### src/design/mdss_pkg.sv
// ----------------------------------------------------------------------------
// mdss_pkg
// Shared words, command format and constants of the duty step sequencer.
// ----------------------------------------------------------------------------
package mdss_pkg;

    localparam int NUM_REGS   = 4;
    localparam int REG_IDX_W  = 2;
    localparam int CNT_W      = 7;
    localparam int DUR_W      = 16;
    localparam int DUTY_W     = 8;
    localparam int TIME_W     = 32;
    localparam int ENTRY_W    = DUR_W + DUTY_W;
    localparam int OUT_DUTIES = 4;

    localparam logic [1:0] ACT_WRITE = 2'd0;
    localparam logic [1:0] ACT_START = 2'd1;
    localparam logic [1:0] ACT_TICK  = 2'd2;

    typedef struct packed {
        logic [1:0]        action;
        logic [1:0]        channel;
        logic [5:0]        step_slot;
        logic [DUR_W-1:0]  step_duration_ms;
        logic [DUTY_W-1:0] step_duty;
    } t_in_word;

    typedef struct packed {
        logic [DUTY_W-1:0] duty_front_left;
        logic [DUTY_W-1:0] duty_front_right;
        logic [DUTY_W-1:0] duty_back_right;
        logic [DUTY_W-1:0] duty_back_left;
        logic              all_finished;
        logic [TIME_W-1:0] next_step_end;
    } t_out_word;

    typedef enum logic [1:0] {
        CMD_WRITE,
        CMD_START,
        CMD_TICK,
        CMD_NOP
    } t_cmd_kind;

    typedef struct packed {
        t_cmd_kind         kind;
        logic              wr_ok;
        logic [1:0]        channel;
        logic [5:0]        slot;
        logic [DUR_W-1:0]  dur;
        logic [DUTY_W-1:0] duty;
    } t_cmd;

endpackage

### src/design/mdss_queue.sv
// ----------------------------------------------------------------------------
// mdss_queue
// Two-entry command queue between the front and back stages.
// ----------------------------------------------------------------------------
module mdss_queue (
    input  logic           i_clk,
    input  logic           i_rst_n,
    input  logic           i_push,
    input  mdss_pkg::t_cmd i_cmd,
    output logic           o_full,
    input  logic           i_pop,
    output mdss_pkg::t_cmd o_cmd,
    output logic           o_empty
);
    import mdss_pkg::*;

    localparam int QDEPTH = 2;
    localparam int PW     = 1;
    localparam int NW     = 2;

    t_cmd          r_mem [QDEPTH];
    logic [PW-1:0] r_wr_ptr;
    logic [PW-1:0] r_rd_ptr;
    logic [NW-1:0] r_count;
    logic [NW-1:0] n_count;

    assign o_full  = (r_count == NW'(QDEPTH));
    assign o_empty = (r_count == '0);
    assign o_cmd   = r_mem[r_rd_ptr];

    always_comb begin
        n_count = r_count;
        if (i_push && !i_pop) begin
            n_count = r_count + NW'(1);
        end else if (i_pop && !i_push) begin
            n_count = r_count - NW'(1);
        end
    end

    always_ff @(posedge i_clk) begin
        if (!i_rst_n) begin
            r_wr_ptr <= '0;
            r_rd_ptr <= '0;
            r_count  <= '0;
        end else begin
            if (i_push) begin
                r_wr_ptr <= r_wr_ptr + PW'(1);
            end
            if (i_pop) begin
                r_rd_ptr <= r_rd_ptr + PW'(1);
            end
            r_count <= n_count;
        end
        if (i_push) begin
            r_mem[r_wr_ptr] <= i_cmd;
        end
    end

endmodule

### config.mk
export PLATFORM = sky130hd
export DESIGN_NAME = mdss_queue
export DESIGN_NICKNAME = d
export VERILOG_FILES = /design/src/design/mdss_pkg.sv /design/src/design/mdss_queue.sv
export SDC_FILE = /design/constraint.sdc
export NUM_CORES = 1
export LEC_CHECK = 0
export ABC_CLOCK_PERIOD_IN_PS = 2650
export BUFFER_PORTS_ARGS = -buffer_cell sky130_fd_sc_hd__buf_2
export CAP_MARGIN = 20
export CORE_MARGIN = 5
export CORE_UTILIZATION = 46
export CTS_CLUSTER_SIZE = 12
export DETAILED_ROUTE_END_ITERATION = 8
export PLACE_DENSITY = 0.85
export SLEW_MARGIN = 20
export SYNTH_ARGS = -nofsm -noshare
export SYNTH_HDL_FRONTEND = slang
export SYNTH_SLANG_ARGS = --single-unit
### constraint.sdc
create_clock -name i_clk -period 2.65 [get_ports i_clk]
set_clock_uncertainty 0.2 [all_clocks]
set_input_delay 0.53 -clock i_clk [delete_from_list [all_inputs] [get_ports i_clk]]
set_output_delay 0.53 -clock i_clk [all_outputs]
set_load 0.02 [all_outputs]
# Yosys cells after proc, flatten, opt, wreduce, memory -nomap -nowiden
# Memories as Yosys holds them, arrays and structs flattened. A register that Yosys moved wholly into a read port is not among the register bits.
# Cells that the tools add are included.
[totals] register_bits=4 out_inout_bits=37 memories=1 word_cells=21 input_bits=39 ramBits=70
[mem_list] memory="r_mem" words=2 width=35 rd=1 rd_ports_with_merged_regs=1 wr=1 line="mdss_queue.sv:21" text="t_cmd r_mem [QDEPTH];"
[op_classes] n_mux=6 n_addsub=4 eq_ne=1 reduce_logical=6
[op_table] operator="1-bit two-way mux" n=4
[op_table] operator="2-bit two-way mux" n=2
[op_table] operator="1-bit adder, second input constant" n=2
[op_table] operator="2-bit by 1-bit adder with 2-bit output, second input constant" n=1
[op_table] operator="2-bit == test, second input constant" n=1
[op_table] operator="1-bit logical AND" n=2
[op_table] operator="1-bit logical NOT" n=2
[op_table] operator="2-bit logical NOT" n=1
[op_table] operator="2-bit nonzero test" n=1
[op_table] operator="2-bit by 1-bit subtractor with 2-bit output, second input constant" n=1

# Depth between registers and ports, before layout
[logic_depth] word_depth=4 mapped_depth=5 mapped_depth_nobuf=5

# Least setup slack after synthesis
# No wires, ideal clock.
[synth_path] kind="input -> register" from="input i_push" to="memory r_mem[0][0] (netlist bit), enable pin" arrival_ns=2.137 slack_ns=-0.119 path_buffers=0 setup_time_ns=0.433 path_stages=1 required_ns=2.017 path_cell_list="nor2b_1"
[synth_between] elab_chain_len=2
[synth_lines] element="from (decl)" line="mdss_queue.sv:8" text="input logic i_push,"
[synth_lines] element="1-bit two-way mux" line="mdss_queue.sv:54" text="if (i_push) begin"
[synth_lines] element="1-bit two-way mux (not written as such)" line="mdss_queue.sv:55" text="r_mem[r_wr_ptr] <= i_cmd;"
[synth_lines] element="to (decl)" line="mdss_queue.sv:21"
# Every way passes these cells.

==> results.sh <==
export IMPL_grt_max_degree=36
export IMPL_critical_path_class="reg -> out"
export IMPL_max_slew_margin=0.689
export IMPL_postRouteAntennaNets=0
export IMPL_syn_nets=171
export IMPL_finalMaxSlewViolations=0
export IMPL_synthTopCellsByArea="edfxtp_1 77%, mux2_2 14%, dfxtp_1 3.6%"
export IMPL_vias_per_cell=4.81
export IMPL_crit_family="flip-flops"
export IMPL_yosysWarningCount=0
export IMPL_cts_setup_buffers=0
export IMPL_crit_chain="buf_12 -> mux2_2 -> buf_2"
export IMPL_num_antenna_cells=0
export IMPL_place_congestion=0.699
export IMPL_required_ns=1.92
export IMPL_port_buffers=75
export IMPL_holdCritPathClass="in -> reg"
export IMPL_design_core_area_mm2=0.00585
export IMPL_grt_ovfl_total=0
export IMPL_syn_to_final_growth_pct=24.0
export IMPL_initial_core_util=0.469
export IMPL_cts_buffers=9
export IMPL_cts_tree="yes"
export IMPL_synth_top_cell_area_share=0.766
export IMPL_syn_avg_cell_area_um2=20.9
export IMPL_synthCells=131
export IMPL_io_pins=76
export IMPL_slowest_stage="dfxtp_1"
export IMPL_ys_ff_latch=75
export IMPL_dieArea_mm2=0.00761
export IMPL_clock_latency_ns=0.33
export IMPL_synthSimpleGateAreaFrac=0.0205
export IMPL_dr_pass1_iters=4
export IMPL_cts_root_buf="clkbuf_8"
export IMPL_grtUsageTotal=0.130
export IMPL_crit_fanout=32
export IMPL_fmax_ghz=0.440
export IMPL_routed_wl_um=4590
export IMPL_drc_errors=0
export IMPL_hold_violations=0
export IMPL_hpwl_um=3090
export IMPL_fillers=445
export IMPL_grt_pass1_vias=1510
export IMPL_rows=28
export IMPL_min_period_ns=2.28
export IMPL_synth_area_mm2=0.00274
export IMPL_critPathBufInv=2
export IMPL_worst_pin_slew_ns=0.466
export IMPL_synth_mux_area_frac=0.144
export IMPL_die_w_um=87.2
export IMPL_cts_clk_slew_worst_paths_ns=0.07
export IMPL_ctsResizeCount=0
export IMPL_status="complete, no violations"
export IMPL_clockBufferDepth=2
export IMPL_tns_ns=0
export IMPL_endpoint_kind="output pin"
export IMPL_arrival_ns=1.55
export IMPL_period_share=0.859
export IMPL_register_area_mm2=0.00220
export IMPL_cts_htree_levels=3
export IMPL_clock_sinks=75
export IMPL_synth_compound_area_frac=0.00730
export IMPL_synth_xor_area_frac=0.00958
export IMPL_vdd_drop_max_mv=0.340
export IMPL_antenna_found_initial=0
export IMPL_setup_viol=0
export IMPL_die_height_um=87.2
export IMPL_grt_setup_unrepaired="false"
export IMPL_slowest_delay_ns=0.43
export IMPL_vias=1423
export IMPL_final_nets=256
export IMPL_ys_seq_area_frac=0.803
export IMPL_drive_gt1_frac=0.584
export IMPL_start_kind="flip-flop"
export IMPL_drtIter0Drc=57
export IMPL_power_density_mw_per_mm2=708
export IMPL_synth_top_family_by_area="multiplexers"
export IMPL_synthAdderAreaFrac=0.00456
export IMPL_grt_pass1_wl_um=7300
export IMPL_ctsHoldBuffers=0
export IMPL_yosysTopAreaCell="edfxtp_1"
export IMPL_drv_cap=0
export IMPL_p_leak_nw=1.29
export IMPL_wl_per_cell_um=15.5
export IMPL_synthDistinctLibCells=17
export IMPL_p_total_mw=2.41
export IMPL_multiInputGateArea_um2=518
## cells in the final DEF (no fill, tap or decap), types with 2 or more instances in the layout
cell,instances
xor2_1,2
buf_12,2
clkinv_2,2
mux2_2,35
clkinvlp_4,2
and2_1,3
clkinv_1,2
buf_2,75
dfxtp_1,5
clkbuf_8,9
edfxtp_1,70
## per-layer routing
metal / GRT usage / up-vias / part of all wire
met4: 0.0795 / 0 / 0.024
met5: 0 / - / 0
met3: 0.0331 / 12 / 0.073
li1: - / 675 / -
met2: 0.206 / 52 / 0.49
met1: 0.158 / 684 / 0.41
## per-stage QoR
| stage | area, µm² | utilization | setup WS, ns | std cells | hold WS [ns] |
|---|---|---|---|---|---|
| 6_report | 3400 | 0.581 | 0.375 | 296 | 0.186 |
| 5_1_grt | 3400 | 0.581 | 0.300 | 296 | 0.166 |
| 4_1_cts | 3400 | 0.581 | 0.345 | 296 | 0.169 |
| 3_5_place_dp | 3240 | 0.554 | 0.721 | 280 | 0.300 |
| 3_3_place_gp | 3240 | 0.554 | 0.733 | 280 | 0.282 |
| 2_1_floorplan | 2750 | - | 0.544 | 131 | 0.266 |
## cell type report
type,count,area share
inverter,1,0.00110
sequential,75,0.648
clock buffer,10,0.0375
clock inverter,6,0.00957
multi-input combinational,51,0.152
tap,75,0.0276
timing repair buffer,78,0.124
## kinds of logic after synthesis
kind of cell    count (synthesis)
simple gates                    9
buf+inv                         5
compound gates                  3
fa+ha+maj                       1
mux                            35
flops                          75
xor+xnor                        3
## sequential cells by signal (all words and copies together) (netlist names), named ones only
signal    flops
r_mem        70
r_rd_ptr      1
r_wr_ptr      1
r_count       2
## report_power, final
part           leakage, nW  switching, mW  internal [mW]
registers            0.699         0.0203           1.36
clock network       0.0771          0.371          0.330
logic                0.513          0.182          0.141
## synthesized netlist by cell type
cell and count:
edfxtp_1 70, mux2_2 35, dfxtp_1 5, and2_1 4
buf_4 3, nor2b_1 2, xor2_1 2, a21boi_1 1
and2b_2 1, buf_2 1, ha_1 1, inv_1 1
nor2_1 1, o21a_1 1, o21ai_0 1, or3_1 1
xnor2_1 1
## worst reg2reg max path: stages, from the launching register on
cell and delay, ns:
dfxtp_1 0.39, and2_2 0.16, buf_4 0.40
## worst paths after layout
path / from / slack [ns] / endpoint / cells past startpoint
worst max register to register: r_wr_ptr$_SDFFE_PN0P_ / 1.12 / r_mem[1][24]$_DFFE_PP_ / 2
worst max-delay path: flip-flop / 0.37 / o_cmd[21] / 3
worst min-delay path: i_cmd[23] / 0.19 / r_mem[0][23]$_DFFE_PP_ / 1
worst min register to register: r_count[1]$_SDFFE_PN0P_ / 0.31 / r_count[1]$_SDFFE_PN0P_ / 2
Power figures use the tool's default switching activity.
