## src/design/mdss_pkg.sv

```systemverilog
// ----------------------------------------------------------------------------
// mdss_pkg
// Shared words, command format and constants of the duty step sequencer.
// ----------------------------------------------------------------------------
package mdss_pkg;

    localparam int NUM_REGS   = 4;
    localparam int REG_IDX_W  = 2;
    localparam int CNT_W      = 7;
    localparam int DUR_W      = 16;
    localparam int DUTY_W     = 8;
    localparam int TIME_W     = 32;
    localparam int ENTRY_W    = DUR_W + DUTY_W;
    localparam int OUT_DUTIES = 4;

    localparam logic [1:0] ACT_WRITE = 2'd0;
    localparam logic [1:0] ACT_START = 2'd1;
    localparam logic [1:0] ACT_TICK  = 2'd2;

    typedef struct packed {
        logic [1:0]        action;
        logic [1:0]        channel;
        logic [5:0]        step_slot;
        logic [DUR_W-1:0]  step_duration_ms;
        logic [DUTY_W-1:0] step_duty;
    } t_in_word;

    typedef struct packed {
        logic [DUTY_W-1:0] duty_front_left;
        logic [DUTY_W-1:0] duty_front_right;
        logic [DUTY_W-1:0] duty_back_right;
        logic [DUTY_W-1:0] duty_back_left;
        logic              all_finished;
        logic [TIME_W-1:0] next_step_end;
    } t_out_word;

    typedef enum logic [1:0] {
        CMD_WRITE,
        CMD_START,
        CMD_TICK,
        CMD_NOP
    } t_cmd_kind;

    typedef struct packed {
        t_cmd_kind         kind;
        logic              wr_ok;
        logic [1:0]        channel;
        logic [5:0]        slot;
        logic [DUR_W-1:0]  dur;
        logic [DUTY_W-1:0] duty;
    } t_cmd;

endpackage

```

## src/design/mdss_front.sv

```systemverilog
// ----------------------------------------------------------------------------
// mdss_front
// Input stage: takes input words, classifies them into commands.
// ----------------------------------------------------------------------------
module mdss_front #(
    parameter int CHANNELS  = 4,
    parameter int MAX_STEPS = 64
) (
    input  logic               i_clk,
    input  logic               i_rst_n,
    input  logic               i_in_valid,
    output logic               o_in_stall,
    input  mdss_pkg::t_in_word i_in_word,
    output logic               o_push,
    output mdss_pkg::t_cmd     o_cmd,
    input  logic               i_full
);
    import mdss_pkg::*;

    logic r_valid;
    logic n_valid;
    t_cmd r_cmd;
    t_cmd n_cmd;
    logic accept;

    assign o_in_stall = r_valid && i_full;
    assign accept     = i_in_valid && !o_in_stall;
    assign o_push     = r_valid && !i_full;
    assign o_cmd      = r_cmd;

    always_comb begin
        n_cmd.wr_ok   = (32'(i_in_word.channel) < CHANNELS) &&
                        (32'(i_in_word.step_slot) < MAX_STEPS);
        n_cmd.channel = i_in_word.channel;
        n_cmd.slot    = i_in_word.step_slot;
        n_cmd.dur     = i_in_word.step_duration_ms;
        n_cmd.duty    = i_in_word.step_duty;
        case (i_in_word.action)
            ACT_WRITE: n_cmd.kind = CMD_WRITE;
            ACT_START: n_cmd.kind = CMD_START;
            ACT_TICK:  n_cmd.kind = CMD_TICK;
            default:   n_cmd.kind = CMD_NOP;
        endcase
        if (accept) begin
            n_valid = 1'b1;
        end else if (o_push) begin
            n_valid = 1'b0;
        end else begin
            n_valid = r_valid;
        end
    end

    always_ff @(posedge i_clk) begin
        if (!i_rst_n) begin
            r_valid <= 1'b0;
        end else begin
            r_valid <= n_valid;
        end
        if (accept) begin
            r_cmd <= n_cmd;
        end
    end

endmodule

```

## config.mk

```make
export PLATFORM = sky130hd
export DESIGN_NAME = mdss_front
export DESIGN_NICKNAME = d
export VERILOG_FILES = /design/src/design/mdss_pkg.sv /design/src/design/mdss_front.sv
export SDC_FILE = /design/constraint.sdc
export NUM_CORES = 1
export LEC_CHECK = 0
export BUFFER_PORTS_ARGS = -buffer_cell sky130_fd_sc_hd__buf_2
export CORE_MARGIN = 2
export CORE_UTILIZATION = 36
export CTS_CLUSTER_DIAMETER = 200
export DETAILED_ROUTE_END_ITERATION = 16
export GPL_TIMING_DRIVEN = 0
export PLACE_DENSITY = 0.74
export SKIP_CTS_REPAIR_TIMING = 1
export SYNTH_ARGS = -nofsm -noshare
export SYNTH_HDL_FRONTEND = slang
export SYNTH_SLANG_ARGS = --single-unit
```

## constraint.sdc

```tcl
create_clock -name i_clk -period 2.26 [get_ports i_clk]
set_input_delay 0.113 -clock i_clk [delete_from_list [all_inputs] [get_ports i_clk]]
set_output_delay 0.113 -clock i_clk [all_outputs]
set_load 0.02 [all_outputs]
```

# After elaboration in Yosys (flattened, before gate mapping)

Index checks and enable logic that the tools add are counted.

Equality and inequality tests: 2
Multiplexer cells: 3
Reduce and logical (&&, ||, !) cells: 7

Operators by type and width:

| operator             | number |
|---|---|
| $pmux W2 S3          | 1 |
| $logic_and A1 B1 Y1  | 3 |
| $eq A2 B1 Y1 const B | 1 |
| $eq A2 B2 Y1 const B | 1 |
| $logic_not A1 Y1     | 2 |
| $logic_not A2 Y1     | 1 |
| $mux W1              | 2 |
| $reduce_bool A2 Y1   | 1 |

Register bits: 35
Bits of input ports: 38
Output and inout port bits: 37
Word-level logic and storage cells: 18

# Depth between registers and ports, before layout

Depth in word-level cells: 4
Gate-level depth with buffers: 2
Depth with buffers taken out: 2

# Least setup slack after synthesis

No wires, ideal clock.

Path type: register -> register
From: reg r_valid
To: reg r_cmd (netlist bit o_cmd[0]), enable pin
Setup time: 0.429 ns
Arrival: 1.999 ns
Required time: 1.831 ns
Path slack: -0.168 ns
Cell stages (with the launch flop): 3
Buffers on the path: 0
Clock period less this slack: 2.428 ns
Cells stage by stage: dfxtp_1 -> and2_4 -> nor2b_1

Longest elaborated chain between the ends: 3

Ends and longest elaborated chain:

| element                | line             | RTL |
|---|---|---|
| from (decl)            | mdss_front.sv:20 | `logic r_valid;` |
| from (signal assigned) | mdss_front.sv:57 | `r_valid <= n_valid;` |
| $logic_and A1 B1 Y1    | mdss_front.sv:26 | `assign o_in_stall = r_valid && i_full;` |
| net o_in_stall         | mdss_front.sv:12 | `output logic o_in_stall,` |
| $logic_not A1 Y1       | mdss_front.sv:27 | `assign accept = i_in_valid && !o_in_stall;` |
| $logic_and A1 B1 Y1    | mdss_front.sv:27 |  |
| net accept             | mdss_front.sv:24 | `logic accept;` |
| to (signal assigned)   | mdss_front.sv:60 | `r_cmd <= n_cmd;` |
| to (decl)              | mdss_front.sv:22 | `t_cmd r_cmd;` |

The timed path passes the listed nets, and every way through them passes these cells.
A chain may end at the register's enable or synchronous reset.

# Worst setup path in the final report

From: reg r_valid
To: reg r_cmd (netlist bit o_cmd[21]), enable pin

Longest elaborated chain between the ends: 3

Ends and longest elaborated chain:

| element             | line |
|---|---|
| $logic_and A1 B1 Y1 | mdss_front.sv:26 |
| $logic_not A1 Y1    | mdss_front.sv:27 |
| $logic_and A1 B1 Y1 | mdss_front.sv:27 |
| net accept          | mdss_front.sv:24 |

The timed path passes the listed nets, and every way through them passes these cells.

==> flow_metrics.py <==
metrics = {
    "worst_hold_path": {
        "hp-start": "i_in_valid",
        "min_path_cells": 2,
        "min_to": "r_valid$_SDFFE_PN0P_",
        "hold_path_class": "input port to flop",
    },
    "placement": {
        "place_ws_ns": 0.557,
        "gp_congestion": 0.652,
        "portBuffers": 71,
        "post_dp_cell_area_mm2": 0.00151,
        "place_hpwl_um": 1580,
        "place_inst": 146,
    },
    "power": {
        "finalPower_mw": 1.30,
        "power.density_cell_area_mw_per_mm2": 675,
        "power_leakage_nw": 0.839,
        "ir_drop_uv": 491,
    },
    "finish": {
        "drive_above_1_share_pct": 51.9,
        "antennaDiodeCount": 0,
        "final_cell_area_mm2": 0.00192,
        "fin_util_pct": 68.6,
        "final_cell_mix": "buf_2 (71), dlygate4sd3_1 (35), edfxtp_1 (34), clkbuf_4 (5), clkbuf_1 (3)",
        "final_common_cell": "buf_2",
        "synthToLayoutAreaGrowth_pct": 76.6,
        "num-nets-final": 195,
        "layout.cells.non_filler": 189,
    },
    "timing": {
        "holdWs_ns": 0.0417,
        "max_freq_mhz": 582,
        "final-hold-violation-count": 0,
        "fin_crit_sh_pct": 76.0,
        "skew_ns": 0.0122,
        "slew_headroom_pct": 39.0,
        "tightestPinTransition_ns": 0.911,
        "setup_viol": 0,
        "rsz0062_at_grt": "false",
        "finalWorstSetupSlack_ns": 0.542,
        "slew_violations": 0,
        "fin_setup_tns_ns": 0,
        "period_needed_ns": 1.72,
    },
    "yosys": {
        "synthXorXnorAreaFrac_pct": 0,
        "synth-compound-area-share_pct": 0.689,
        "synth.cell_area_mm2": 0.00109,
        "synthSimpleGateAreaFrac_pct": 2.07,
        "synth_top_family_by_area": "simple AND/OR/NAND/NOR gates",
        "ys_types": 9,
        "synth.yosys.seq_area_share_pct": 95.5,
        "syn-num-nets": 81,
        "synthAdderAreaFrac_pct": 0,
        "ys_ff_latch": 35,
        "synthCells": 43,
        "synthMuxAreaShare_pct": 0,
        "avgSynthCellArea_um2": 25.3,
        "yosysWarnings": 0,
    },
    "setup_path": {
        "crit_path_start_kind": "flop",
        "r2r_start": "r_valid$_SDFFE_PN0P_",
        "reg2reg_depth": 3,
        "cp.required_ns": 2.29,
        "reg2reg_slack_ns": 0.54,
        "rr_endpoint": "o_cmd[21]$_DFFE_PP_",
        "worstPathArrival_ns": 1.75,
        "worstSetupPathType": "flop to flop",
        "critPathCaptureType": "flop",
        "path_max_fanout": 18,
    },
    "clock_tree": {
        "cts_tree": "done",
        "clkSinkCount": 35,
        "clock_latency_ns": 0.32,
        "clk_path_buf_depth": 2,
        "cts_buffers": 5,
        "clkTransAtPathRegs_ns": 0.10,
        "cts.htree.levels": 2,
        "cts_root_buf": "clkbuf_4",
    },
    "global_routing": {
        "grt_max_degree": 19,
        "grt-ovfl-total": 0,
        "grt_pass1_wl_um": 3060,
        "antenna_found_initial": 0,
        "grt_usage_pct": 12.8,
        "grt_pass1_vias": 734,
    },
    "route": {
        "post_drt_wl_per_cell_um": 14.2,
        "drc": 0,
        "dr_total_vias": 829,
        "ant_nets": 0,
        "drt-vias-per-instance": 4.39,
        "drt_iter0_drc": 6,
        "firstDrtPassIters": 4,
        "wl_um": 2690,
    },
    "floorplanning": {
        "die_w_um": 59.0,
        "die_y_um": 59.0,
        "core_area_mm2": 0.00281,
        "initial_utilization_pct": 38.8,
        "die_area_mm2": 0.00348,
        "placement_rows": 19,
        "io_pins": 75,
    },
    "status": {
        "status": "finished clean",
    },
    "run": {
        "maxCapViolations": 0,
    },
}
## flip-flops by register name (all words and copies together), names as in the netlist
register  cells
r_valid       1
o_cmd        34
## power by group
part           switching, mW  internal, mW  total, mW
logic                 0.0978        0.0954      0.193
clock network          0.191         0.151      0.341
registers            0.00917         0.756      0.765
total                  0.298          1.00       1.30
## worst max-delay path: stages (launching register included)
cell and delay (ns):
dfxtp_1 0.33, and2_4 0.14, nor2b_2 0.71, buf_16 0.24
## worst max-delay path by stage
| stage | from | end | slack (ns) |
|---|---|---|---|
| after floorplan | r_valid$_SDFFE_PN0P_ | o_cmd[0]$_DFFE_PP_ | 0.49 |
| after global placement | r_valid$_SDFFE_PN0P_ | o_cmd[7]$_DFFE_PP_ | 0.30 |
| after detailed placement | r_valid$_SDFFE_PN0P_ | o_cmd[7]$_DFFE_PP_ | 0.56 |
| after CTS | r_valid$_SDFFE_PN0P_ | o_cmd[34]$_DFFE_PP_ | 0.52 |
| after global routing | r_valid$_SDFFE_PN0P_ | o_cmd[21]$_DFFE_PP_ | 0.43 |
| final | r_valid$_SDFFE_PN0P_ | o_cmd[21]$_DFFE_PP_ | 0.54 |
## cells in the mapped netlist, drive strengths merged
| library cell | count | share of area (%) |
|---|---|---|
| clkbuf | 2 | 0.69 |
| dfxtp | 1 | 1.8 |
| buf | 1 | 0.69 |
| nor2b | 1 | 0.57 |
| and2 | 1 | 0.80 |
| and2b | 1 | 0.69 |
| o21a | 1 | 0.69 |
| edfxtp | 34 | 94 |
| conb | 1 | 0.34 |
## cells by family after synthesis
kind of cell           Yosys count
flip-flops                      35
AND/OR/NAND/NOR                  3
other                            1
AO/OA/AOI/OAI                    1
buffers and inverters            3
## layout make-up
| cell class | instances | area (um^2) |
|---|---|---|
| Multi-Input combinational cell | 5 | 36.3 |
| Fill cell | 201 | 881 |
| Tap cell | 31 | 38.8 |
| Sequential cell | 35 | 1040 |
| Timing Repair Buffer | 107 | 733 |
| Clock inverter | 1 | 5.00 |
| Buffer | 3 | 15.0 |
| Clock buffer | 7 | 55.1 |
## metal layers
metal / share of wire [%] / up-vias / global-route usage [%]
met5: 0 / - / 0
met4: 2.4 / 0 / 8.77
met3: 12 / 7 / 9.39
met2: 51 / 55 / 21.1
met1: 35 / 377 / 10.5
li1: - / 390 / -
No activity file was read; power rests on OpenSTA's default activity.
