===== src/design/mdss_pkg.sv =====
// ----------------------------------------------------------------------------
// mdss_pkg
// Shared words, command format and constants of the duty step sequencer.
// ----------------------------------------------------------------------------
package mdss_pkg;

    localparam int NUM_REGS   = 4;
    localparam int REG_IDX_W  = 2;
    localparam int CNT_W      = 7;
    localparam int DUR_W      = 16;
    localparam int DUTY_W     = 8;
    localparam int TIME_W     = 32;
    localparam int ENTRY_W    = DUR_W + DUTY_W;
    localparam int OUT_DUTIES = 4;

    localparam logic [1:0] ACT_WRITE = 2'd0;
    localparam logic [1:0] ACT_START = 2'd1;
    localparam logic [1:0] ACT_TICK  = 2'd2;

    typedef struct packed {
        logic [1:0]        action;
        logic [1:0]        channel;
        logic [5:0]        step_slot;
        logic [DUR_W-1:0]  step_duration_ms;
        logic [DUTY_W-1:0] step_duty;
    } t_in_word;

    typedef struct packed {
        logic [DUTY_W-1:0] duty_front_left;
        logic [DUTY_W-1:0] duty_front_right;
        logic [DUTY_W-1:0] duty_back_right;
        logic [DUTY_W-1:0] duty_back_left;
        logic              all_finished;
        logic [TIME_W-1:0] next_step_end;
    } t_out_word;

    typedef enum logic [1:0] {
        CMD_WRITE,
        CMD_START,
        CMD_TICK,
        CMD_NOP
    } t_cmd_kind;

    typedef struct packed {
        t_cmd_kind         kind;
        logic              wr_ok;
        logic [1:0]        channel;
        logic [5:0]        slot;
        logic [DUR_W-1:0]  dur;
        logic [DUTY_W-1:0] duty;
    } t_cmd;

endpackage


===== src/design/mdss_back.sv =====
// ----------------------------------------------------------------------------
// mdss_back
// Sequencer: runs commands over the step table, walks channels, builds result.
// ----------------------------------------------------------------------------
module mdss_back #(
    parameter int CHANNELS  = 4,
    parameter int MAX_STEPS = 64,
    localparam int AW = (CHANNELS * MAX_STEPS > 1) ? $clog2(CHANNELS * MAX_STEPS) : 1
) (
    input  logic                           i_clk,
    input  logic                           i_rst_n,
    input  mdss_pkg::t_cmd                 i_cmd,
    input  logic                           i_q_empty,
    output logic                           o_q_pop,
    input  logic                           i_cfg_we,
    input  logic [mdss_pkg::REG_IDX_W-1:0] i_cfg_idx,
    input  logic [mdss_pkg::CNT_W-1:0]     i_cfg_data,
    output logic                           o_ram_we,
    output logic [AW-1:0]                  o_ram_waddr,
    output logic [mdss_pkg::ENTRY_W-1:0]   o_ram_wdata,
    output logic [AW-1:0]                  o_ram_raddr,
    input  logic [mdss_pkg::ENTRY_W-1:0]   i_ram_rdata,
    output logic                           o_out_valid,
    input  logic                           i_out_stall,
    output mdss_pkg::t_out_word            o_out_word
);
    import mdss_pkg::*;

    localparam int CW    = $clog2(MAX_STEPS + 1);
    localparam int CHW   = (CHANNELS > 1) ? $clog2(CHANNELS) : 1;
    localparam int SUM_W = TIME_W + 1;

    typedef enum logic [7:0] {
        ST_IDLE     = 8'b0000_0001,
        ST_START    = 8'b0000_0010,
        ST_START_WB = 8'b0000_0100,
        ST_ADV      = 8'b0000_1000,
        ST_ADV_WB   = 8'b0001_0000,
        ST_REP_RD   = 8'b0010_0000,
        ST_REP_WB   = 8'b0100_0000,
        ST_OUT      = 8'b1000_0000
    } t_state;

    t_state             r_state,   n_state;
    logic [CHW-1:0]     r_ch,      n_ch;
    logic [CW-1:0]      r_cur      [CHANNELS];
    logic [CW-1:0]      n_cur      [CHANNELS];
    logic [TIME_W-1:0]  r_end      [CHANNELS];
    logic [TIME_W-1:0]  n_end      [CHANNELS];
    logic [TIME_W-1:0]  r_elapsed, n_elapsed;
    logic               r_playing, n_playing;
    logic [CNT_W-1:0]   r_cnt      [NUM_REGS];
    logic               r_any,     n_any;
    logic [TIME_W-1:0]  r_near,    n_near;
    logic [DUTY_W-1:0]  r_duty     [OUT_DUTIES];
    logic [DUTY_W-1:0]  n_duty     [OUT_DUTIES];
    logic               r_out_valid, n_out_valid;
    t_out_word          r_out_word,  n_out_word;

    logic [CNT_W-1:0]   raw_cnt;
    logic [CW-1:0]      lim;
    logic [CW-1:0]      cur_ch;
    logic [CW-1:0]      cur_nxt;
    logic [TIME_W-1:0]  end_ch;
    logic               pend;
    logic               last_ch;
    logic [DUR_W-1:0]   dur_rd;
    logic [DUTY_W-1:0]  duty_rd;
    logic [SUM_W-1:0]   end_sum;
    logic [SUM_W-1:0]   elapsed_sum;
    logic               out_free;

    function automatic logic [AW-1:0] f_addr(input logic [CHW-1:0] ch,
                                             input logic [CW-1:0] slot);
        return AW'(32'(ch) * 32'(MAX_STEPS) + 32'(slot));
    endfunction

    always_comb begin
        raw_cnt = '0;
        for (int k = 0; k < NUM_REGS; k++) begin
            if (32'(r_ch) == k) begin
                raw_cnt = r_cnt[k];
            end
        end
    end

    assign lim         = (32'(raw_cnt) > MAX_STEPS) ? CW'(MAX_STEPS) : CW'(raw_cnt);
    assign cur_ch      = r_cur[r_ch];
    assign cur_nxt     = cur_ch + CW'(1);
    assign end_ch      = r_end[r_ch];
    assign pend        = r_playing && (cur_ch < lim);
    assign last_ch     = (32'(r_ch) == CHANNELS - 1);
    assign dur_rd      = i_ram_rdata[ENTRY_W-1 -: DUR_W];
    assign duty_rd     = i_ram_rdata[DUTY_W-1:0];
    assign end_sum     = {1'b0, end_ch} + SUM_W'(dur_rd);
    assign elapsed_sum = {1'b0, r_elapsed} + SUM_W'(1);
    assign out_free    = !r_out_valid || !i_out_stall;

    assign o_ram_waddr = AW'(32'(i_cmd.channel) * 32'(MAX_STEPS) + 32'(i_cmd.slot));
    assign o_ram_wdata = {i_cmd.dur, i_cmd.duty};
    assign o_out_valid = r_out_valid;
    assign o_out_word  = r_out_word;

    always_comb begin
        n_state     = r_state;
        n_ch        = r_ch;
        n_cur       = r_cur;
        n_end       = r_end;
        n_elapsed   = r_elapsed;
        n_playing   = r_playing;
        n_any       = r_any;
        n_near      = r_near;
        n_duty      = r_duty;
        n_out_valid = r_out_valid && i_out_stall;
        n_out_word  = r_out_word;
        o_q_pop     = 1'b0;
        o_ram_we    = 1'b0;
        o_ram_raddr = f_addr(r_ch, '0);
        case (r_state)
            ST_IDLE: begin
                if (!i_q_empty) begin
                    o_q_pop = 1'b1;
                    n_ch    = '0;
                    n_any   = 1'b0;
                    n_near  = '0;
                    for (int k = 0; k < OUT_DUTIES; k++) begin
                        n_duty[k] = '0;
                    end
                    case (i_cmd.kind)
                        CMD_WRITE: begin
                            o_ram_we = i_cmd.wr_ok;
                            n_state  = ST_REP_RD;
                        end
                        CMD_START: begin
                            n_elapsed = '0;
                            n_playing = 1'b1;
                            n_state   = ST_START;
                        end
                        CMD_TICK: begin
                            if (r_playing) begin
                                n_elapsed = elapsed_sum[SUM_W-1] ? '1
                                                                 : elapsed_sum[TIME_W-1:0];
                                n_state   = ST_ADV;
                            end else begin
                                n_state   = ST_REP_RD;
                            end
                        end
                        default: n_state = ST_REP_RD;
                    endcase
                end
            end
            ST_START: begin
                o_ram_raddr = f_addr(r_ch, '0);
                n_state     = ST_START_WB;
            end
            ST_START_WB: begin
                n_cur[r_ch] = '0;
                n_end[r_ch] = TIME_W'(dur_rd);
                if (last_ch) begin
                    n_ch    = '0;
                    n_state = ST_REP_RD;
                end else begin
                    n_ch    = r_ch + CHW'(1);
                    n_state = ST_START;
                end
            end
            ST_ADV: begin
                if ((cur_ch < lim) && (end_ch < r_elapsed)) begin
                    n_cur[r_ch] = cur_nxt;
                    if (cur_nxt < lim) begin
                        o_ram_raddr = f_addr(r_ch, cur_nxt);
                        n_state     = ST_ADV_WB;
                    end
                end else if (last_ch) begin
                    n_ch    = '0;
                    n_state = ST_REP_RD;
                end else begin
                    n_ch    = r_ch + CHW'(1);
                end
            end
            ST_ADV_WB: begin
                n_end[r_ch] = end_sum[SUM_W-1] ? '1 : end_sum[TIME_W-1:0];
                n_state     = ST_ADV;
            end
            ST_REP_RD: begin
                o_ram_raddr = f_addr(r_ch, pend ? cur_ch : '0);
                n_state     = ST_REP_WB;
            end
            ST_REP_WB: begin
                if (pend) begin
                    for (int k = 0; k < OUT_DUTIES; k++) begin
                        if (32'(r_ch) == k) begin
                            n_duty[k] = duty_rd;
                        end
                    end
                    if (!r_any || (end_ch < r_near)) begin
                        n_near = end_ch;
                    end
                    n_any = 1'b1;
                end
                if (last_ch) begin
                    n_state = ST_OUT;
                end else begin
                    n_ch    = r_ch + CHW'(1);
                    n_state = ST_REP_RD;
                end
            end
            ST_OUT: begin
                if (out_free) begin
                    n_out_valid                 = 1'b1;
                    n_out_word.duty_front_left  = r_duty[0];
                    n_out_word.duty_front_right = r_duty[1];
                    n_out_word.duty_back_right  = r_duty[2];
                    n_out_word.duty_back_left   = r_duty[3];
                    n_out_word.all_finished     = !r_any;
                    n_out_word.next_step_end    = r_any ? r_near : '0;
                    n_state                     = ST_IDLE;
                end
            end
            default: n_state = ST_IDLE;
        endcase
    end

    always_ff @(posedge i_clk) begin
        if (!i_rst_n) begin
            r_state     <= ST_IDLE;
            r_ch        <= '0;
            r_elapsed   <= '0;
            r_playing   <= 1'b0;
            r_out_valid <= 1'b0;
            for (int k = 0; k < CHANNELS; k++) begin
                r_cur[k] <= '0;
                r_end[k] <= '0;
            end
            for (int k = 0; k < NUM_REGS; k++) begin
                r_cnt[k] <= '0;
            end
        end else begin
            r_state     <= n_state;
            r_ch        <= n_ch;
            r_elapsed   <= n_elapsed;
            r_playing   <= n_playing;
            r_out_valid <= n_out_valid;
            r_cur       <= n_cur;
            r_end       <= n_end;
            if (i_cfg_we) begin
                r_cnt[i_cfg_idx] <= i_cfg_data;
            end
        end
        r_any      <= n_any;
        r_near     <= n_near;
        r_duty     <= n_duty;
        r_out_word <= n_out_word;
    end

    a_pop_leaves_idle: assert property (@(posedge i_clk) disable iff (!i_rst_n)
        o_q_pop |=> (r_state != ST_IDLE))
        else $error("sequencer stayed idle after taking a command");

    a_elapsed_only_on_pop: assert property (@(posedge i_clk) disable iff (!i_rst_n)
        !o_q_pop |=> $stable(r_elapsed))
        else $error("elapsed time changed outside command start");

    a_step_in_range: assert property (@(posedge i_clk) disable iff (!i_rst_n)
        32'(r_cur[r_ch]) <= MAX_STEPS)
        else $error("step index beyond table");

    a_out_to_idle: assert property (@(posedge i_clk) disable iff (!i_rst_n)
        (r_state == ST_OUT) && out_free |=> (r_state == ST_IDLE) && r_out_valid)
        else $error("result not issued on free output");

endmodule


===== config.mk =====
export PLATFORM = sky130hd
export DESIGN_NAME = mdss_back
export DESIGN_NICKNAME = d
export VERILOG_FILES = /design/src/design/mdss_pkg.sv /design/src/design/mdss_back.sv
export SDC_FILE = /design/constraint.sdc
export NUM_CORES = 1
export LEC_CHECK = 0
export ABC_AREA = 1
export BUFFER_PORTS_ARGS = -buffer_cell sky130_fd_sc_hd__buf_2
export CAP_MARGIN = 0
export CORE_MARGIN = 2
export CORE_UTILIZATION = 55
export DETAILED_ROUTE_END_ITERATION = 10
export GPL_TIMING_DRIVEN = 0
export PLACE_DENSITY = 0.75
export SLEW_MARGIN = 20
export SYNTH_ARGS = -nofsm -noshare
export SYNTH_HDL_FRONTEND = slang
export SYNTH_SLANG_ARGS = --single-unit

===== constraint.sdc =====
create_clock -name i_clk -period 10.19 [get_ports i_clk]
set_input_delay 2.038 -clock i_clk [delete_from_list [all_inputs] [get_ports i_clk]]
set_output_delay 2.038 -clock i_clk [all_outputs]
set_load 0.005 [all_outputs]

### After elaboration in Yosys (flattened, before gate mapping)

Memories as Yosys holds them, arrays and structs flattened.
Cells that the tools add are included.

| cells by class | value |
|---|---|
| $mul | 0 |
| reduce and logical (&&, ||, !) cells | 29 |
| order comparisons | 7 |
| bitwise logic cells | 4 |
| div/mod/pow operators | 0 |
| equal/unequal tests | 27 |
| shift-type cells | 0 |
| muxes and demuxes | 71 |
| add/subtract/negate cells | 7 |

Operators with widths:

| kind | number |
|---|---|
| $mux W32 | 10 |
| $bwmux W128 | 2 |
| $pmux W128 S2 | 1 |
| $pmux W32 S2 | 3 |
| $mux W8 | 12 |
| $mux W7 | 10 |
| $bmux W32 S2 | 1 |
| $demux W32 S2 | 1 |
| $lt A32 B32 Y1 | 2 |
| $pmux W8 S8 | 1 |
| $pmux W28 S2 | 1 |
| $add A32 B1 Y33 const B | 1 |
| $add A32 B16 Y33 | 1 |
| $reduce_and A4 Y1 | 8 |
| $and A28 B28 Y28 | 1 |
| $bwmux W28 | 1 |
| $mux W28 | 1 |
| $not A28 Y28 | 1 |
| $ne A2 B2 Y1 const B | 12 |
| $add A8 B7 Y8 | 2 |
| $pmux W8 S2 | 1 |
| $bmux W7 S2 | 1 |
| $demux W7 S2 | 1 |
| $lt A7 B7 Y1 | 2 |
| 34 further kinds | 68 |

| word-level totals | value |
|---|---|
| input port bits | 73 |
| memory bits (writable) | 28 |
| latch bits | 0 |
| logic and storage cells | 171 |
| register bits | 330 |
| memory bits (read-only) | 0 |
| memories | 1 |
| output and inout bits | 108 |

Memories:

| name | depth | width | rd ports | clocked after memory_dff | wr ports | RTL line | text |
|---|---|---|---|---|---|---|---|
| r_cnt | 4 | 7 | 4 | 0 | 4 | mdss_back.sv:52 | `logic [CNT_W-1:0] r_cnt [NUM_REGS];` |

### Logic depth before layout (Yosys ltp)

| depth | value |
|---|---|
| word-level depth | 12 |
| gate-level depth with buffers | 31 |
| gate-level depth less buffers | 24 |

### Worst setup path after synthesis

No wires, ideal clock.

| path | value |
|---|---|
| kind | reg-to-output |
| start point | register r_ch[1] |
| end point | output port o_ram_raddr[6] |
| stages on the path, launching flop included | 28 |
| setup slack | 3.940 ns |
| required time | 8.152 ns |
| data arrival time | 4.212 ns |
| path buffers | 6 |
| cells stage by stage | dfxtp_1 > inv_2 > buf_4 > buf_2 > buf_1 > buf_1 > ha_1 > buf_6 > inv_4 > buf_6 > nand3_2 > nand2_1 > nand2_1 > nand2_2 > nor2_1 > nand3_1 > nand2_2 > nand2_1 > ha_1 > a21oi_1 > nor2_1 > a211oi_1 > nand3_1 > nor2_1 > ha_1 > nand2_1 > o21ai_0 > o21bai_1 |

| between the ends | value |
|---|---|
| longest elaborated chain between the ends | 12 |
| elaborated cells between the ends (all ways) | 29 |
| those cells by class | add/sub (3); order compare (4); eq/ne (3); mux (15); bitwise (1); reduce/logical (3) |

Ends and longest elaborated chain:

| what | RTL line | text |
|---|---|---|
| start: declaration | mdss_back.sv:45 | `logic [CHW-1:0] r_ch, n_ch;` |
| start signal: assignment | mdss_back.sv:240 | `r_ch <= n_ch;` |
| $logic_not A2 Y1 | mdss_back.sv:81 | `if (32'(r_ch) == k) begin` |
| $mux W7 (4 in series) | mdss_back.sv:81 |  |
| $gt A7 B7 Y1 | mdss_back.sv:87 | `assign lim = (32'(raw_cnt) > MAX_STEPS) ? CW'(MAX_STEPS) : CW'(raw_cnt);` |
| $mux W7 | mdss_back.sv:87 |  |
| $lt A7 B7 Y1 | mdss_back.sv:91, mdss_back.sv:168 |  |
| $logic_and A1 B1 Y1 | mdss_back.sv:91 | `assign pend = r_playing && (cur_ch < lim);` |
| $mux W7 | mdss_back.sv:186 | `o_ram_raddr = f_addr(r_ch, pend ? cur_ch : '0);` |
| $add A8 B7 Y8 | mdss_back.sv:75 | `return AW'(32'(ch) * 32'(MAX_STEPS) + 32'(slot));` |
| $pmux W8 S2 (*) | mdss_back.sv:119 | `case (r_state)` |
| end: declaration | mdss_back.sv:21 | `output logic [AW-1:0] o_ram_raddr,` |

Every way passes the cells marked *; elsewhere a longest branch is shown, timed or not. The select of a mux whose other input is x is not followed.

### Final worst setup path

Same ends and word-level chain as after synthesis.

==> impl_metrics.yaml <==
outcome:
  status: "complete, no violations"
timing:
  tns_ns: 0
  tightest_slew_ns: 0.946
  relSlewSlack: 0.363
  fin_ws_ns: 1.77
  max_freq_mhz: 119
  setup_viol: 0
  finalHoldViolCount: 0
  finalCritPeriodShare: 0.826
  clock_skew_ns: 0.0191
  fin_crit_ns: 8.42
  rsz0062_at_grt: "false"
  slew_violations: 0
route:
  drt-initial-drc-count: 1657
  totalWireLength_um: 52800
  ant_nets: 0
  avgViaCountPerCell: 5.58
  vias: 17030
  drcViolationCount: 0
  routedWlPerCell_um: 17.3
  dr.pass1.iters: 5
place:
  gp_routability_congestion: 0.956
  port_buffers: 148
  dp_hpwl_um: 39400
  dpl_worst_slack_ns: 2.46
critical_path:
  cp.arrival_ns: 6.38
  worstSetupPathType: "flip-flop to output port"
  reg2reg_depth: 26
  r2r_end: "r_near[0]"
  setup.worst_path.end_class: "output port"
  crit_path_frequent_cell: "nand2_1"
  slowest_stage: "buf_1"
  regToRegStartpoint: "r_ch[1]"
  crit_path_start: "r_ch[1]"
  slowest_delay_ns: 0.60
  r2r_slack_ns: 3.74
  start_kind: "flip-flop"
  cp_max_fo: 11
  required_ns: 8.15
  endpoint: "o_ram_raddr[6]"
yosys:
  netlist_top_cells_area: "edfxtp_1 (25%), dfxtp_1 (21%), nand2_1 (11%), a21oi_1 (7.0%), ha_1 (6.7%)"
  ys.warnings.count: 0
  synth.top_cell.area_share: 0.248
  synth.cell_area_um2: 19100
  syn_avg_cell_area_um2: 8.06
  synth_seq_area_share: 0.457
  syn_nets: 2552
  postSynthCellCount: 2376
  synth.distinct_cells: 55
  synth_area_leader_cell: "edfxtp_1"
  ys_seq_elements: 358
final_layout:
  layout.nets: 2745
  mostFrequentLayoutCells: "nand2_1 (568), a21oi_1 (264), inv_1 (249)"
  drive_above_1_share: 0.140
  syn2layout_area_growth_pct: 14.6
  diodes: 0
  final_common_cell: "nand2_1"
clock_tree:
  cts_tree: "yes"
  cts_resized: 0
  clockBufferDepth: 3
  clock_latency_ns: 0.54
  holdBufCountCts: 0
  htree_levels: 2
  clockRootBuffer: "clkbuf_16"
  cts_sinks: 358
  postCtsSetupRepairBufs: 0
  cts_buffers: 39
  clkTransAtPathRegs_ns: 0.06
hold_path:
  hold_class: "flip-flop to flip-flop"
die:
  die_h_um: 191
  ioPinCount: 181
  fp-row-count: 68
  core_um2: 34400
  die_w_um: 191
  die_area_um2: 36300
  start_util: 0.557
global_routing:
  grt_pass1_vias: 16150
  grt_usage: 0.289
  gr-total-overflow: 0
  grt_max_degree: 27
  grt_antenna_before_repair: 0
  grt_pass1_wl_um: 83100
pwr:
  finalPower_uw: 4040
  leakagePower_uw: 0.00938
  power_density_nw_per_um2: 184
  max-vdd-ir-drop_mv: 0.148
job:
  drv_cap: 0
## flip-flops by register name (all words and copies together), names as in the netlist, 2 cells and up
name,cells
r_elapsed,32
r_end,128
r_cur,28
r_ch,2
r_near,32
r_state,8
o_out_word,65
r_cnt,28
r_duty,32
## cells by family after synthesis
kind of cell / Yosys count / synth area share
AO/OA/AOI/OAI: 496 / 0.149
buffers and inverters: 403 / 0.0934
adder cells (fa/ha/maj): 103 / 0.0677
AND/OR/NAND/NOR: 980 / 0.216
flip-flops: 358 / 0.457
XOR/XNOR: 36 / 0.0165
## area by class of cell
class / count / area [um^2]
clock inverters: 19 / 240
well taps: 455 / 569
fillers: 2970 / 12400
repair buffers: 152 / 851
multi-input cells: 1615 / 8650
clock buffers: 52 / 1090
inverters: 270 / 1020
flip-flops and latches: 358 / 8750
plain buffers: 133 / 769
## worst min path at each step
stage / from / end / slack (ns) / depth (start not counted)
after global routing: r_duty[1] / o_out_word[34] / 0.43 / 0
after floorplan: r_duty[0] / o_out_word[33] / 0.40 / 0
after CTS: r_duty[20] / o_out_word[53] / 0.42 / 0
after detailed placement: r_duty[16] / o_out_word[49] / 0.40 / 0
final: r_duty[21] / o_out_word[54] / 0.42 / 0
after global placement: r_duty[29] / o_out_word[62] / 0.40 / 0
## power by group
part           internal, uW  switching, uW  total (uW)
Sequential             1740           60.7        1800
Combinational           226            552         778
Clock                   880            584        1460
## worst max-delay path: cells and delay by family (launching register included)
| family | cells | cell delay (ns) |
|---|---|---|
| simple gates | 14 | 1.54 |
| compound gates | 3 | 0.81 |
| flops | 1 | 0.43 |
| buf+inv | 9 | 2.49 |
| fa+ha+maj | 2 | 0.56 |
## cells in the mapped netlist (all sizes together)
cell type and number:
dfxtp 200, o22ai 19, o211ai 3, o21bai 3
nand3 70, nor3 33, o21a 6, nor2 251
o221ai 1, o21ai 145, or2 7, a32o 2
nor4 9, a32oi 20, o2bb2ai 1, buf 71
xnor2 6, inv 269, ha 102, a211oi 6
nand3b 1, nand4 35, clkinv 1, clkbuf 62
xor2 30, fa 1, a21boi 3, nand2 574
a21oi 270, edfxtp 158, o31ai 5, a31oi 12
## metal layers
metal	wire length [um]	up-vias	global-route usage
met2	24500	767	0.473
met4	2110	0	0.126
li1	-	8237	-
met5	0	-	0
met1	21900	7877	0.377
met3	4320	149	0.0486
## metrics by stage
step	std cells	hold WS, ns	cell area (um^2)	utilization
3_3_place_gp	2979	0.401	20500	0.595
5_1_grt	3054	0.430	21900	0.638
6_report	3054	0.417	21900	0.638
3_5_place_dp	2983	0.405	20600	0.599
2_1_floorplan	2376	0.400	19100	-
4_1_cts	3054	0.418	21900	0.638
Note: power is estimated with default switching activity, not from simulation.
